`config.mk`:
```
export PLATFORM = sky130hd
export DESIGN_NAME = peak_to_peak_median_filter_flat
export DESIGN_NICKNAME = d
export VERILOG_FILES = /design/src/hdl/ppmf_pkg.sv /design/src/hdl/ppmf_in_if.sv /design/src/hdl/ppmf_out_if.sv /design/src/hdl/peak_to_peak_median_filter.sv /design/src/hdl/ppmf_ram.sv /design/src/hdl/ppmf_front.sv /design/src/hdl/ppmf_queue.sv /design/src/hdl/ppmf_back.sv /design/src/flat_wrapper.sv
export SDC_FILE = /design/constraint.sdc
export NUM_CORES = 2
export LEC_CHECK = 0
export ABC_AREA = 1
export ABC_CLOCK_PERIOD_IN_PS = 6650
export BUFFER_PORTS_ARGS = -buffer_cell sky130_fd_sc_hd__buf_2
export CORE_ASPECT_RATIO = 1.25
export CORE_UTILIZATION = 30
export DETAILED_ROUTE_END_ITERATION = 6
export HOLD_SLACK_MARGIN = 0.05
export PLACE_DENSITY = 0.5
export SYNTH_ARGS = -nofsm -noshare
export SYNTH_HDL_FRONTEND = slang
export SYNTH_SLANG_ARGS = --single-unit
```
`constraint.sdc`:
```
create_clock -name clk -period 6.65 [get_ports clk]
set_input_delay 0.3325 -clock clk [delete_from_list [all_inputs] [get_ports clk]]
set_output_delay 0.3325 -clock clk [all_outputs]
set_load 0.05 [all_outputs]
```
`src/hdl/ppmf_pkg.sv`:
```
package ppmf_pkg;

    localparam int WINDOW_LEN   = 20;
    localparam int NUM_CHANNELS = 3;

    localparam int CODE_W = 12;
    localparam int CH_W   = 2;
    localparam int RANK_W = 5;
    localparam int IDX_W  = $clog2(WINDOW_LEN);
    localparam int CNT_W  = $clog2(WINDOW_LEN + 1);
    localparam int ADDR_W = $clog2(NUM_CHANNELS * WINDOW_LEN);

    localparam int QUEUE_DEPTH = NUM_CHANNELS;
    localparam int QPTR_W      = (QUEUE_DEPTH > 1) ? $clog2(QUEUE_DEPTH) : 1;
    localparam int QCNT_W      = $clog2(QUEUE_DEPTH + 1);

    typedef logic [CODE_W-1:0] code_t;
    typedef logic [CH_W-1:0]   ch_t;
    typedef logic [RANK_W-1:0] rank_t;
    typedef logic [IDX_W-1:0]  idx_t;
    typedef logic [ADDR_W-1:0] addr_t;

    localparam code_t CODE_MAX   = '1;
    localparam code_t CODE_MIN   = '0;
    localparam rank_t RANK_RESET = RANK_W'(9);

    // Window write towards the store
    typedef struct packed {
        logic  en;
        addr_t addr;
        code_t data;
    } ram_wr_t;

    // Channel notice: a window job or the release of a window
    typedef struct packed {
        logic valid;
        ch_t  channel;
    } chan_msg_t;

    function automatic addr_t win_addr(ch_t ch, idx_t idx);
        return ADDR_W'(int'(ch) * WINDOW_LEN + int'(idx));
    endfunction

endpackage

```
`src/hdl/ppmf_in_if.sv`:
```
interface ppmf_in_if;
    import ppmf_pkg::*;

    logic  valid;
    logic  ready;
    ch_t   channel;
    code_t sample;
    logic  frame_end;

    modport source (output valid, channel, sample, frame_end, input ready);
    modport sink   (input valid, channel, sample, frame_end, output ready);
endinterface

```
`src/hdl/ppmf_out_if.sv`:
```
interface ppmf_out_if;
    import ppmf_pkg::*;

    logic  valid;
    logic  ready;
    ch_t   out_channel;
    code_t filtered_vpp;

    modport source (output valid, out_channel, filtered_vpp, input ready);
    modport sink   (input valid, out_channel, filtered_vpp, output ready);
endinterface

```
`src/hdl/peak_to_peak_median_filter.sv`:
```
// Peak-to-peak detector with a rank-select filter over three converter channels.
// samples: valid/ready stream of {channel, sample, frame_end}. Per channel the
//   running max and min of the frame are kept; the frame_end sample closes the
//   frame and its peak-to-peak code goes into that channel's 20-entry window.
// results: valid/ready stream of {out_channel, filtered_vpp}, one per full window,
//   giving the entry of ascending rank select_rank (0 acts as 1, above 20 as 20).
// cfg_wr_en/cfg_wr_data write select_rank; write only while the block is idle.
// Throughput: one sample per cycle. A frame_end for a channel whose full window
//   is still queued or being read out is held off until that read-out ends.
// Per window, the back end pops the queue, reads the 20 entries with one
//   insertion per cycle into a sorted register row, then registers the rank
//   pick as the result.
// The window store has one read port, so its entries are read out one at a time.
// A stalled receiver holds the result register; up to three window jobs queue
//   behind it while samples other than held-off frame ends keep flowing.
// Reset clears running max to 0, running min to 4095, window counts, the job
//   queue and sets select_rank to 9. Window entries need no clearing.
module peak_to_peak_median_filter (
    input  logic                  clk,
    input  logic                  rst_n,
    ppmf_in_if.sink               samples,
    ppmf_out_if.source            results,
    input  logic                  cfg_wr_en,
    input  ppmf_pkg::rank_t       cfg_wr_data
);
    import ppmf_pkg::*;

    rank_t     select_rank_reg;
    ram_wr_t   ram_wr;
    chan_msg_t push;
    chan_msg_t release_win;
    logic      pop;
    ch_t       head;
    logic      not_empty;
    logic      q_full;
    addr_t     rd_addr;
    code_t     rd_data;

    always_ff @(posedge clk or negedge rst_n)
    begin
        if (!rst_n)
        begin
            select_rank_reg <= RANK_RESET;
        end
        else if (cfg_wr_en)
        begin
            select_rank_reg <= cfg_wr_data;
        end
    end

    ppmf_front u_front (
        .clk         (clk),
        .rst_n       (rst_n),
        .samples     (samples),
        .release_win (release_win),
        .q_full      (q_full),
        .ram_wr      (ram_wr),
        .push        (push)
    );

    ppmf_queue u_queue (
        .clk       (clk),
        .rst_n     (rst_n),
        .push      (push),
        .pop       (pop),
        .head      (head),
        .not_empty (not_empty),
        .full      (q_full)
    );

    ppmf_ram #(
        .WIDTH (CODE_W),
        .DEPTH (NUM_CHANNELS * WINDOW_LEN)
    ) u_ram (
        .clk     (clk),
        .wr_en   (ram_wr.en),
        .wr_addr (ram_wr.addr),
        .wr_data (ram_wr.data),
        .rd_addr (rd_addr),
        .rd_data (rd_data)
    );

    ppmf_back u_back (
        .clk         (clk),
        .rst_n       (rst_n),
        .not_empty   (not_empty),
        .head        (head),
        .pop         (pop),
        .rd_addr     (rd_addr),
        .rd_data     (rd_data),
        .select_rank (select_rank_reg),
        .release_win (release_win),
        .results     (results)
    );
endmodule

```
`src/hdl/ppmf_ram.sv`:
```
module ppmf_ram #(
    parameter int WIDTH = 12,
    parameter int DEPTH = 60
) (
    input  logic                     clk,
    input  logic                     wr_en,
    input  logic [$clog2(DEPTH)-1:0] wr_addr,
    input  logic [WIDTH-1:0]         wr_data,
    input  logic [$clog2(DEPTH)-1:0] rd_addr,
    output logic [WIDTH-1:0]         rd_data
);
    logic [WIDTH-1:0] mem [DEPTH];

    always_ff @(posedge clk)
    begin
        if (wr_en)
        begin
            mem[wr_addr] <= wr_data;
        end
    end

    always_ff @(posedge clk)
    begin
        rd_data <= mem[rd_addr];
    end
endmodule

```
`src/hdl/ppmf_front.sv`:
```
module ppmf_front (
    input  logic                clk,
    input  logic                rst_n,
    ppmf_in_if.sink             samples,
    input  ppmf_pkg::chan_msg_t release_win,
    input  logic                q_full,
    output ppmf_pkg::ram_wr_t   ram_wr,
    output ppmf_pkg::chan_msg_t push
);
    import ppmf_pkg::*;

    code_t                   max_reg  [NUM_CHANNELS];
    code_t                   min_reg  [NUM_CHANNELS];
    idx_t                    fill_reg [NUM_CHANNELS];
    logic [NUM_CHANNELS-1:0] busy_reg;
    logic [NUM_CHANNELS-1:0] busy_next;

    ch_t   ch;
    logic  ch_ok;
    logic  fire;
    logic  last_entry;
    code_t new_max;
    code_t new_min;
    code_t vpp;

    assign ch    = samples.channel;
    assign ch_ok = int'(ch) < NUM_CHANNELS;

    // Hold a frame end while that channel's window is still queued or being read out
    assign samples.ready = !(samples.frame_end && ch_ok && busy_reg[ch]);
    assign fire          = samples.valid && samples.ready && ch_ok;

    assign new_max    = (samples.sample > max_reg[ch]) ? samples.sample : max_reg[ch];
    assign new_min    = (samples.sample < min_reg[ch]) ? samples.sample : min_reg[ch];
    assign vpp        = (new_max >= new_min) ? (new_max - new_min) : CODE_MIN;
    assign last_entry = fill_reg[ch] == IDX_W'(WINDOW_LEN - 1);

    assign ram_wr.en   = fire && samples.frame_end;
    assign ram_wr.addr = win_addr(ch, fill_reg[ch]);
    assign ram_wr.data = vpp;

    assign push.valid   = ram_wr.en && last_entry;
    assign push.channel = ch;

    always_comb
    begin
        busy_next = busy_reg;
        if (release_win.valid)
        begin
            busy_next[release_win.channel] = 1'b0;
        end
        if (push.valid)
        begin
            busy_next[ch] = 1'b1;
        end
    end

    always_ff @(posedge clk or negedge rst_n)
    begin
        if (!rst_n)
        begin
            for (int c = 0; c < NUM_CHANNELS; c++)
            begin
                max_reg[c]  <= CODE_MIN;
                min_reg[c]  <= CODE_MAX;
                fill_reg[c] <= '0;
            end
            busy_reg <= '0;
        end
        else
        begin
            busy_reg <= busy_next;
            if (fire)
            begin
                if (samples.frame_end)
                begin
                    max_reg[ch]  <= CODE_MIN;
                    min_reg[ch]  <= CODE_MAX;
                    fill_reg[ch] <= last_entry ? '0 : fill_reg[ch] + 1'b1;
                end
                else
                begin
                    max_reg[ch] <= new_max;
                    min_reg[ch] <= new_min;
                end
            end
        end
    end

    a_push_room: assert property (@(posedge clk) disable iff (!rst_n)
        push.valid |-> !q_full)
        else $error("window job pushed into a full queue");

    a_no_overwrite: assert property (@(posedge clk) disable iff (!rst_n)
        ram_wr.en |-> !busy_reg[ch])
        else $error("window written while being read out");

    a_release_busy: assert property (@(posedge clk) disable iff (!rst_n)
        release_win.valid |-> busy_reg[release_win.channel])
        else $error("release of a window that was not pending");
endmodule

```
`src/hdl/ppmf_queue.sv`:
```
module ppmf_queue (
    input  logic                clk,
    input  logic                rst_n,
    input  ppmf_pkg::chan_msg_t push,
    input  logic                pop,
    output ppmf_pkg::ch_t       head,
    output logic                not_empty,
    output logic                full
);
    import ppmf_pkg::*;

    ch_t               slot_reg [QUEUE_DEPTH];
    logic [QPTR_W-1:0] wr_ptr_reg;
    logic [QPTR_W-1:0] rd_ptr_reg;
    logic [QCNT_W-1:0] count_reg;

    function automatic logic [QPTR_W-1:0] ptr_inc(logic [QPTR_W-1:0] p);
        return (int'(p) == QUEUE_DEPTH - 1) ? '0 : p + 1'b1;
    endfunction

    assign head      = slot_reg[rd_ptr_reg];
    assign not_empty = count_reg != '0;
    assign full      = int'(count_reg) == QUEUE_DEPTH;

    always_ff @(posedge clk)
    begin
        if (push.valid)
        begin
            slot_reg[wr_ptr_reg] <= push.channel;
        end
    end

    always_ff @(posedge clk or negedge rst_n)
    begin
        if (!rst_n)
        begin
            wr_ptr_reg <= '0;
            rd_ptr_reg <= '0;
            count_reg  <= '0;
        end
        else
        begin
            if (push.valid)
            begin
                wr_ptr_reg <= ptr_inc(wr_ptr_reg);
            end
            if (pop)
            begin
                rd_ptr_reg <= ptr_inc(rd_ptr_reg);
            end
            unique case ({push.valid, pop})
                2'b10:   count_reg <= count_reg + 1'b1;
                2'b01:   count_reg <= count_reg - 1'b1;
                default: count_reg <= count_reg;
            endcase
        end
    end
endmodule

```
`src/hdl/ppmf_back.sv`:
```
module ppmf_back (
    input  logic                clk,
    input  logic                rst_n,
    input  logic                not_empty,
    input  ppmf_pkg::ch_t       head,
    output logic                pop,
    output ppmf_pkg::addr_t     rd_addr,
    input  ppmf_pkg::code_t     rd_data,
    input  ppmf_pkg::rank_t     select_rank,
    output ppmf_pkg::chan_msg_t release_win,
    ppmf_out_if.source          results
);
    import ppmf_pkg::*;

    typedef enum logic [1:0] {IDLE, LOAD, PICK, HOLD} state_t;

    state_t                state_reg;
    ch_t                   ch_reg;
    logic [CNT_W-1:0]      rd_cnt_reg;
    logic                  pend_reg;
    ch_t                   out_ch_reg;
    code_t                 out_vpp_reg;

    code_t                 sorted_reg  [WINDOW_LEN];
    code_t                 sorted_next [WINDOW_LEN];
    logic [WINDOW_LEN-1:0] vld_reg;
    logic [WINDOW_LEN-1:0] vld_next;
    logic [WINDOW_LEN-1:0] gt;

    logic issue;
    idx_t pick_idx;

    assign issue   = (state_reg == LOAD) && (int'(rd_cnt_reg) != WINDOW_LEN);
    assign rd_addr = win_addr(ch_reg, rd_cnt_reg[IDX_W-1:0]);
    assign pop     = (state_reg == IDLE) && not_empty;

    // Free the window as the read of its last entry is issued
    assign release_win.valid   = issue && (int'(rd_cnt_reg) == WINDOW_LEN - 1);
    assign release_win.channel = ch_reg;

    assign results.valid        = state_reg == HOLD;
    assign results.out_channel  = out_ch_reg;
    assign results.filtered_vpp = out_vpp_reg;

    always_comb
    begin
        if (select_rank == '0)
        begin
            pick_idx = '0;
        end
        else if (int'(select_rank) > WINDOW_LEN)
        begin
            pick_idx = IDX_W'(WINDOW_LEN - 1);
        end
        else
        begin
            pick_idx = IDX_W'(int'(select_rank) - 1);
        end
    end

    // Sorted insertion: empty slots count as larger than anything
    always_comb
    begin
        for (int k = 0; k < WINDOW_LEN; k++)
        begin
            gt[k] = !vld_reg[k] || (sorted_reg[k] > rd_data);
        end
        sorted_next[0] = gt[0] ? rd_data : sorted_reg[0];
        vld_next[0]    = gt[0] ? 1'b1 : vld_reg[0];
        for (int k = 1; k < WINDOW_LEN; k++)
        begin
            priority if (gt[k] && gt[k-1])
            begin
                sorted_next[k] = sorted_reg[k-1];
                vld_next[k]    = vld_reg[k-1];
            end
            else if (gt[k])
            begin
                sorted_next[k] = rd_data;
                vld_next[k]    = 1'b1;
            end
            else
            begin
                sorted_next[k] = sorted_reg[k];
                vld_next[k]    = vld_reg[k];
            end
        end
    end

    always_ff @(posedge clk)
    begin
        if (pend_reg)
        begin
            sorted_reg <= sorted_next;
        end
    end

    always_ff @(posedge clk or negedge rst_n)
    begin
        if (!rst_n)
        begin
            vld_reg <= '0;
        end
        else if (pop)
        begin
            vld_reg <= '0;
        end
        else if (pend_reg)
        begin
            vld_reg <= vld_next;
        end
    end

    always_ff @(posedge clk or negedge rst_n)
    begin
        if (!rst_n)
        begin
            state_reg   <= IDLE;
            ch_reg      <= '0;
            rd_cnt_reg  <= '0;
            pend_reg    <= 1'b0;
            out_ch_reg  <= '0;
            out_vpp_reg <= '0;
        end
        else
        begin
            pend_reg <= issue;
            unique case (state_reg)
                IDLE:
                begin
                    if (not_empty)
                    begin
                        ch_reg     <= head;
                        rd_cnt_reg <= '0;
                        state_reg  <= LOAD;
                    end
                end
                LOAD:
                begin
                    if (issue)
                    begin
                        rd_cnt_reg <= rd_cnt_reg + 1'b1;
                    end
                    else if (pend_reg)
                    begin
                        state_reg <= PICK;
                    end
                end
                PICK:
                begin
                    out_ch_reg  <= ch_reg;
                    out_vpp_reg <= sorted_reg[pick_idx];
                    state_reg   <= HOLD;
                end
                HOLD:
                begin
                    if (results.ready)
                    begin
                        state_reg <= IDLE;
                    end
                end
                default: state_reg <= IDLE;
            endcase
        end
    end

    a_window_complete: assert property (@(posedge clk) disable iff (!rst_n)
        (state_reg == PICK) |-> (&vld_reg))
        else $error("rank picked from an incomplete window");

    a_release_once: assert property (@(posedge clk) disable iff (!rst_n)
        release_win.valid |=> !release_win.valid && (state_reg == LOAD))
        else $error("window released twice or outside the load phase");
endmodule
```
`src/flat_wrapper.sv`:
```
// flat-port wrapper written by rule: the top's interface ports become plain ports
module peak_to_peak_median_filter_flat import ppmf_pkg::*;
  (clk, rst_n, cfg_wr_en, cfg_wr_data, samples_valid, samples_channel, samples_sample, samples_frame_end, samples_ready, results_valid, results_out_channel, results_filtered_vpp, results_ready);
  ppmf_in_if samples_i ();
  ppmf_out_if results_i ();
  input  logic clk;
  input  logic rst_n;
  input  logic cfg_wr_en;
  input  ppmf_pkg::rank_t cfg_wr_data;
  input wire logic [$bits(samples_i.valid)-1:0] samples_valid;
  input wire logic [$bits(samples_i.channel)-1:0] samples_channel;
  input wire logic [$bits(samples_i.sample)-1:0] samples_sample;
  input wire logic [$bits(samples_i.frame_end)-1:0] samples_frame_end;
  output wire logic [$bits(samples_i.ready)-1:0] samples_ready;
  output wire logic [$bits(results_i.valid)-1:0] results_valid;
  output wire logic [$bits(results_i.out_channel)-1:0] results_out_channel;
  output wire logic [$bits(results_i.filtered_vpp)-1:0] results_filtered_vpp;
  input wire logic [$bits(results_i.ready)-1:0] results_ready;
  assign samples_i.valid = samples_valid;
  assign samples_i.channel = samples_channel;
  assign samples_i.sample = samples_sample;
  assign samples_i.frame_end = samples_frame_end;
  assign samples_ready = samples_i.ready;
  assign results_valid = results_i.valid;
  assign results_out_channel = results_i.out_channel;
  assign results_filtered_vpp = results_i.filtered_vpp;
  assign results_i.ready = results_ready;
  peak_to_peak_median_filter u_core (.clk(clk), .rst_n(rst_n), .samples(samples_i), .results(results_i), .cfg_wr_en(cfg_wr_en), .cfg_wr_data(cfg_wr_data));
endmodule
```
==> reports/qor.yml <==
largest_reg_flops: 720
grt_pass1_wl_um: 252000
pre_cts_ws_ns: 0.524
initial_core_util: 0.302
critical_path_required_ns: 7.26
numClockSinks: 1123
fillers: 17900
synth_cell_types: 56
clockRootBuffer: "clkbuf_16"
io_pins: 41
ys_top_cells_by_area: "edfxtp_1 (54%), ha_1 (6.7%), o21ai_0 (5.8%)"
cts_max_level: 4
max_freq_mhz: 167
grt_start_max_net_pins: 148
finalHoldViolations: 0
synth_top_flop_cell: "edfxtp_1"
tns_ns: 0
async_flop_share: 0.129
cp.arrival_ns: 6.59
setup_ws_ns: 0.678
multi_input_area_um2: 18900
viasPerCell: 5.19
synth.cell_area_um2: 54200
start_kind: "input port"
cpMaxStageDelayCell: "nor2_4"
syn_to_final_growth_pct: 14.6
synth_edf_count: 966
top_layer: "met5"
seq_area_um2: 32900
avgSynthCellArea_um2: 10.7
first_global_vias: 39000
setup_violations: 0
cpPeakStageDelay_ns: 0.88
gr-total-overflow: 0
clk_latency_ns: 0.82
gp_congestion: 0.846
r2r_end: "u_core.u_ram.mem[1][9]"
grt_use_total: 0.183
powerDensity_nw_per_um2: 541
fin_nets: 5428
cts_tree: "built"
hp-class: "input port to flop"
rows: 174
period_minus_slack_ns: 5.97
met1_length_um: 71100
whs_path_depth: 5
numCtsBuffers: 131
yosysTopAreaCell: "edfxtp_1"
holdWs_ns: 0.127
core_um2: 180000
leakagePower_nw: 22.9
fin_crit_sh: 0.898
whs_endpoint: "u_core.u_front.min_reg[7]"
critPathMostFrequentCell: "nand2_1"
synth_common_cells: "edfxtp_1 (966), o21ai_0 (629), nor2_1 (625), nand2_1 (587), a21oi_1 (359)"
clockBufferDepth: 3
synth_seq_cells: 1123
ys_seq_area_frac: 0.608
drv_cap: 0
synth_top_area_share: 0.536
dr.pass1.iters: 6
path_class: "input port to flop"
hold_buffers: 22
endpoint_kind: "flop"
die_w_um: 382
synth.most_common_cell: "edfxtp_1"
syn_inst: 5085
crit_start: "samples_channel[1]"
met2_length_um: 84300
drt_wl_total_um: 169000
ys_warn_count: 0
postRouteAntennaNets: 0
drt_iter0_markers: 3119
r2r_start: "u_core.u_front.min_reg[35]"
final_area_um2: 62100
post_cts_resized: 0
vias: 39400
wire_per_inst_um: 22.3
dieHeight_um: 477
drv_slew: 0
p_total_w: 0.0336
die_area_um2: 182000
dp_hpwl_um: 107000
status: "finished, final reports clean"
worstHoldStart: "samples_sample[7]"
worstMarginPinSlew_ns: 1.25
skew_ns: 0.0672
ff2ff_setup_slack_ns: 1.28
port_buffers: 40
clk_pin_slew_ns: 0.06
synthesis.nets: 5405
route.detailed.drc: 0
r2r_cells: 27
rsz0062_at_grt: "no"
max_slew_margin: 0.164
antenna_found_initial: 7
wl_met3_um: 7970
ir_worst_vdd_mv: 0.319
crit_fanout: 45
placed_cell_area_um2: 57500
drive_above_1_share: 0.0909
cts_setup_buffers: 0
[placed cells by master (no fill, tap or decap), drive strengths merged, types with 33 or more instances in the layout]
cell	instances
edfxtp	966
nor2	642
o21ai	638
nand2	592
inv	372
a21oi	360
ha	292
nand3	248
clkbuf	169
o221ai	163
buf	162
dfrtp	107
o211ai	78
o22ai	66
clkinv	54
dfstp	38
nand4	33
[metal layers]
| layer | vias to the layer above | GRT usage |
|---|---|---|
| met5 | - | 0 |
| li1 | 18500 | - |
| met1 | 19500 | 0.230 |
| met3 | 282 | 0.0249 |
| met4 | 4 | 0.0671 |
| met2 | 1054 | 0.316 |
[cells by family (layout without fill, tap and decap cells)]
group,count (synthesis),after routing,share of synthesized area
AND/OR/NAND/NOR,1555,1555,0.118
AO/OA/AOI/OAI,1422,1422,0.154
flip-flops,1123,1123,0.608
buffers and inverters,668,789,0.0470
adder cells (fa/ha/maj),295,295,0.0686
XOR/XNOR,18,18,0.00291
multiplexers,4,4,0.000808
other,0,3,0
[area by class of cell]
type	instances	share of cell area
tap	2376	0.0479
inverter	374	0.0228
clock buffer	169	0.0567
clock inverter	62	0.0133
multi-input combinational	3294	0.304
sequential	1123	0.530
antenna	3	0.000121
timing repair buffer	184	0.0246
[power breakdown]
group | leakage, nW | switching [W] | total [W] | internal [W]
combinational | 10.2 | 0.0105 | 0.0147 | 0.00413
sequential | 10.6 | 0.000833 | 0.0117 | 0.0109
clock | 2.07 | 0.00313 | 0.00721 | 0.00409
[per-stage QoR]
stage	util	instances
4_1_cts	0.346	7582
3_3_place_gp	0.320	7329
6_report	0.346	7585
5_1_grt	0.346	7582
3_5_place_dp	0.320	7329
2_1_floorplan	-	5085
[how the worst max path moves through the flow]
stage | end | slack [ns]
4_1_cts | u_core.u_ram.mem[1][9] | 0.66
3_5_place_dp | u_core.u_ram.mem[9][9] | 0.52
6_report | u_core.u_ram.mem[1][9] | 0.68
5_1_grt | u_core.u_ram.mem[5][9] | 0.03
2_1_floorplan | u_core.u_ram.mem[0][9] | 0.90
3_3_place_gp | u_core.u_ram.mem[8][9] | 0.48
[worst max-delay path, delay by kind of cell]
family	cells	cell delay (ns)
buf+inv	7	1.61
compound gates	5	0.92
xor+xnor	1	0.17
simple gates	15	2.80
fa+ha+maj	2	0.69
Note: power is estimated with default switching activity, not from simulation.
